### src/rtl/lz4_block_decompressor_unit_defines.svh
// Assertion macros shared by the LZ4 block decompressor RTL.
`ifndef LZ4_BLOCK_DECOMPRESSOR_UNIT_DEFINES_SVH
`define LZ4_BLOCK_DECOMPRESSOR_UNIT_DEFINES_SVH
`ifndef SYNTH
`define LZ4BD_ASSERT(label, prop, msg) \
    label: assert property (@(posedge clk) disable iff (!rst_n) (prop)) else $error(msg);
`define LZ4BD_ASSERT_IMPL(label, ante, cons, msg) \
    label: assert property (@(posedge clk) disable iff (!rst_n) (ante) |-> (cons)) \
        else $error(msg);
`else
`define LZ4BD_ASSERT(label, prop, msg)
`define LZ4BD_ASSERT_IMPL(label, ante, cons, msg)
`endif
`endif

### src/rtl/lz4bd_pkg.sv
// Types and constants shared by the LZ4 block decompressor modules.
package lz4bd_pkg;

    typedef enum logic [1:0] {
        FN_DICT   = 2'd0,
        FN_BYTE   = 2'd1,
        FN_TICK   = 2'd2,
        FN_FINISH = 2'd3
    } func_t;

    typedef enum logic [1:0] {
        ST_OK         = 2'd0,
        ST_BAD_OFFSET = 2'd1,
        ST_TRUNCATED  = 2'd2,
        ST_REFUSED    = 2'd3
    } status_t;

    typedef enum logic [3:0] {
        PH_TOKEN     = 4'd0,
        PH_LIT_EXT   = 4'd1,
        PH_LITERALS  = 4'd2,
        PH_OFF_LO    = 4'd3,
        PH_OFF_HI    = 4'd4,
        PH_MATCH_EXT = 4'd5,
        PH_COPY      = 4'd6,
        PH_PAD       = 4'd7,
        PH_DONE      = 4'd8
    } phase_t;

    typedef struct packed {
        logic    valid;
        logic    has_byte;
        logic    is_padding;
        logic    done_res;
        status_t status;
    } res_flags_t;

    localparam logic [3:0] LIT_EXT_NIBBLE  = 4'd15;
    localparam logic [3:0] MIN_MATCH       = 4'd4;
    localparam logic [7:0] EXT_CONT        = 8'd255;
    localparam logic [7:0] PAD_BYTE        = 8'hFF;
    localparam logic [3:0] PAGE_LOG2_MAX   = 4'd12;
    localparam logic [3:0] PAGE_LOG2_RESET = 4'd8;
    localparam logic [2:0] CFG_ADDR_PAGE   = 3'd0;

endpackage

### src/rtl/lz4bd_cfg.sv
// APB register block holding the padding page size.
module lz4bd_cfg
    import lz4bd_pkg::*;
(
    input  logic        clk,
    input  logic        rst_n,
    input  logic        psel,
    input  logic        penable,
    input  logic        pwrite,
    input  logic [2:0]  paddr,
    input  logic [31:0] pwdata,
    output logic [31:0] prdata,
    output logic        pready,
    output logic [3:0]  page_size_log2
);

    logic [3:0] page_reg;
    logic       wr_en;

    assign pready = 1'b1;
    assign wr_en  = psel && penable && pwrite && (paddr == CFG_ADDR_PAGE);

    always_ff @(posedge clk or negedge rst_n)
    begin
        if (!rst_n)
        begin
            page_reg <= PAGE_LOG2_RESET;
        end
        else if (wr_en)
        begin
            page_reg <= pwdata[3:0];
        end
    end

    assign prdata         = (paddr == CFG_ADDR_PAGE) ? {28'd0, page_reg} : 32'd0;
    assign page_size_log2 = page_reg;

endmodule

### config.mk
export PLATFORM = sky130hd
export DESIGN_NAME = lz4bd_cfg
export DESIGN_NICKNAME = d
export VERILOG_FILES = /design/src/rtl/lz4_block_decompressor_unit_defines.svh /design/src/rtl/lz4bd_pkg.sv /design/src/rtl/lz4bd_cfg.sv
export SDC_FILE = /design/constraint.sdc
export NUM_CORES = 1
export LEC_CHECK = 0
export BUFFER_PORTS_ARGS = -buffer_cell sky130_fd_sc_hd__buf_2
export CELL_PAD_IN_SITES_DETAIL_PLACEMENT = 0
export CELL_PAD_IN_SITES_GLOBAL_PLACEMENT = 1
export CORE_MARGIN = 1.5
export CORE_UTILIZATION = 15
export CTS_CLUSTER_DIAMETER = 80
export DETAILED_ROUTE_END_ITERATION = 10
export PLACE_DENSITY = 0.88
export RECOVER_POWER = 100
export SETUP_SLACK_MARGIN = 0.05
export SYNTH_ARGS = -nofsm -noshare
export SYNTH_HDL_FRONTEND = slang
export SYNTH_SLANG_ARGS = --single-unit
### constraint.sdc
create_clock -name clk -period 0.8 [get_ports clk]
set_input_delay 0.08 -clock clk [delete_from_list [all_inputs] [get_ports clk]]
set_output_delay 0.08 -clock clk [all_outputs]
set_load 0.02 [all_outputs]
==> results by group <==
Pwr
  • Clock power frac: 26.7%
  • Sw frac: between 30% and 40%
  • Int Pwr: roughly 680 µW
  • Pwr dens: 1757 mW/mm²
  • Reg power frac: 26.7%
  • Max IR drop VDD: around 0.95 mV
  • Sw Pwr: 394.3 µW
  • Comb pwr share: 46.7%
  • Final Total Pwr: 1.071 mW
  • Leakage: 0.3344 nW

STA
  • Final Hold Fails: 0
  • RSZ-0062 raised after global routing: true
  • Setup WS post-layout: -0.2950 ns
  • Skew final: 0 ns
  • Final setup TNS: -1.820 ns
  • Final setup viols: 12
  • Fmax: 913.2 MHz
  • Clock period minus final worst setup slack: 1.095 ns
  • Tcrit/Tclk final: 136.9%
  • Slew Limit Fails: 0

Clock tree
  • Clock buffer count from CTS: 3
  • Reg clk slew, reported paths: 0.04 ns
  • Max Root-Sink Buffers: 2
  • H-tree depth: 1
  • TritonCTS Sinks: 4
  • CTS tree: done
  • Clock Latency Late Sink: 0.24 ns
  • Clk root buf: clkbuf_4

Synth
  • #FFs+latches synth: 4
  • Synth Instances: 45
  • Sequential-to-total area share from yosys stat: 23.96%
  • YS warnings: 0
  • Cell Area, Synth: 422.9 µm²
  • Cell variety after synth: 8
  • Synthesized area per cell: 9.398 µm²

Run status
  • Status: finished, violations left
  • Failing checks: setup timing

Place
  • I/O Buffers: 19
  • Place WS: -0.2910 ns
  • Dpl hpwl: 649.1 µm
  • Gpl congestion: 0.5736
  • Placed Cells: 96

Cells and area
  • Cell Count, Final, Fillers Out: 103
  • Leading cell type in the layout, fill and taps excluded: conb_1
  • Final net count: 113
  • Post-layout util: approximately 22%
  • P&R area growth vs syn: 44.08%
  • Most frequent cells in the layout: conb_1, buf_6, buf_2
  • Share of post-route cells with drive strength above 1: between 50 and 60%
  • Max FFs per register: 4
  • Final antenna diode count: 0

Critical path
  • Critical Path AT: 1.02 ns
  • Worst path cell trace: and2_4, buf_6
  • Max incr delay on CP: 0.54 ns
  • Crit-path leading delay family: flip-flops
  • WS Path Type: reg -> out
  • Worst path slowest cell: dfstp_2
  • Critical Path RT: just over 0.7 ns
  • Critical Path Start Type: flop
  • CP Capture Type: output pin
  • Bufs and invs on worst path: 1
  • Max FO, Critical Path: 2

Die
  • Core area: 0.002710 mm²
  • # IOs: 77
  • DIE AREA: ~0.0031 mm²
  • Num rows: 19
  • Die X-Extent: ~56 µm
  • Initial Utilization: 15.60%
  • Chip Height: 56.10 µm

Drt
  • DR iter-0 viols: 3
  • Post-DRT Antenna Nets: 0
  • DR pass1 iterations: 2
  • DRC: 0
  • Vias/cell: 2.874
  • Routed vias: 296
  • Routed WL: 842 µm
  • Wire length per cell: between 8 and 9 µm

GRT
  • First-pass GRT wire length: 1.179 mm
  • Largest net degree at the start of global routing: 5
  • Remaining Overflow, GRT: 0
  • Total global routing track utilization: under 10%
  • Vias in the first global route: 245
  • Initial antenna violation count: 0

Worst hold path
  • Hold Path Class: in -> reg

Flow run
  • Max-Cap Viols: 0
-- through the flow --
| stage | instance area [µm²] | hold slack [ns] |
|---|---|---|
| 2_1_floorplan | 541.8 | -0.2156 |
| 3_5_place_dp | 480.5 | -0.1085 |
| 5_1_grt | 609.3 | 0.06375 |
| 6_report | 609.3 | 0.07321 |
| 3_3_place_gp | 480.5 | -0.1094 |
| 4_1_cts | 610.6 | 0.06497 |
-- cell families (layout without fill, tap and decap cells) --
logic type	Yosys count	after routing	synth area share, %
multiplexers	4	4	10.65
buffers and inverters	29	29	51.48
AND/OR/NAND/NOR	6	6	12.13
flip-flops	4	4	23.97
other	2	29	1.776
-- worst reg2reg max path, cell delays in order, from the launching register on --
cell,delay (ns)
dfrtp_1,0.39
buf_6,0.13
mux2_4,0.26
-- cell type report --
class | instances | area [µm²]
multi-input combinational | 39 | 227.7
tap | 31 | 38.79
fill | 313 | 2101
timing repair buffer | 25 | 215.2
clock buffer | 4 | 26.28
sequential | 4 | 101.3
-- worst paths after layout --
path                                   start                end  slack [ns]  cells past startpoint
setup / recovery           page_size_log2[3]          prdata[3]       -0.30                      2
hold / removal                     pwdata[0]  page_size_log2[0]        0.07                      2
setup reg to reg           page_size_log2[2]  page_size_log2[2]       -0.10                      2
hold reg to reg            page_size_log2[0]  page_size_log2[0]        0.58                      1
max in group asynchronous              rst_n  page_size_log2[3]        0.34                      2
min in group asynchronous              rst_n  page_size_log2[0]        0.20                      2
-- synthesized netlist by cell type (all sizes together) --
master | number | area [µm²]
buf | 29 | 217.7
and2 | 4 | 30.03
mux2 | 4 | 45.04
dfrtp | 3 | 75.07
conb | 2 | 7.510
and4 | 1 | 11.26
dfstp | 1 | 26.28
nor3 | 1 | 10.01
-- repair_timing --
item / CTS / global route
hold buffers: 1 / 0
gates cloned: 0 / 0
setup endpoints to repair: 12 / 12
gates resized for setup: 25 / 0
hold endpoints to repair: 4 / 0
setup buffers: 2 / 0
pin swaps: 2 / 2
-- power groups by stage --
stage / Clock (mW) / Combinational (mW) / Sequential (mW)
floorplan: 0 / 0.300 / 0.327
global placement: 0 / 0.358 / 0.288
detailed placement: 0 / 0.361 / 0.289
CTS: 0.304 / 0.501 / 0.287
global route: 0.325 / 0.530 / 0.294
finish: 0.286 / 0.500 / 0.285
-- per-layer routing --
metal / share of wire [%] / vias to the layer above / wire (µm) / GRT usage (%)
li1: - / 135 / - / -
met1: 46 / 127 / 387 / 6.676
met2: 39 / 34 / 327 / 7.563
met3: 15 / 0 / 126 / 2.791
met4: 0 / 0 / 0 / 3.061
met5: 0 / - / 0 / 0
(Power assumes the default switching activity.)
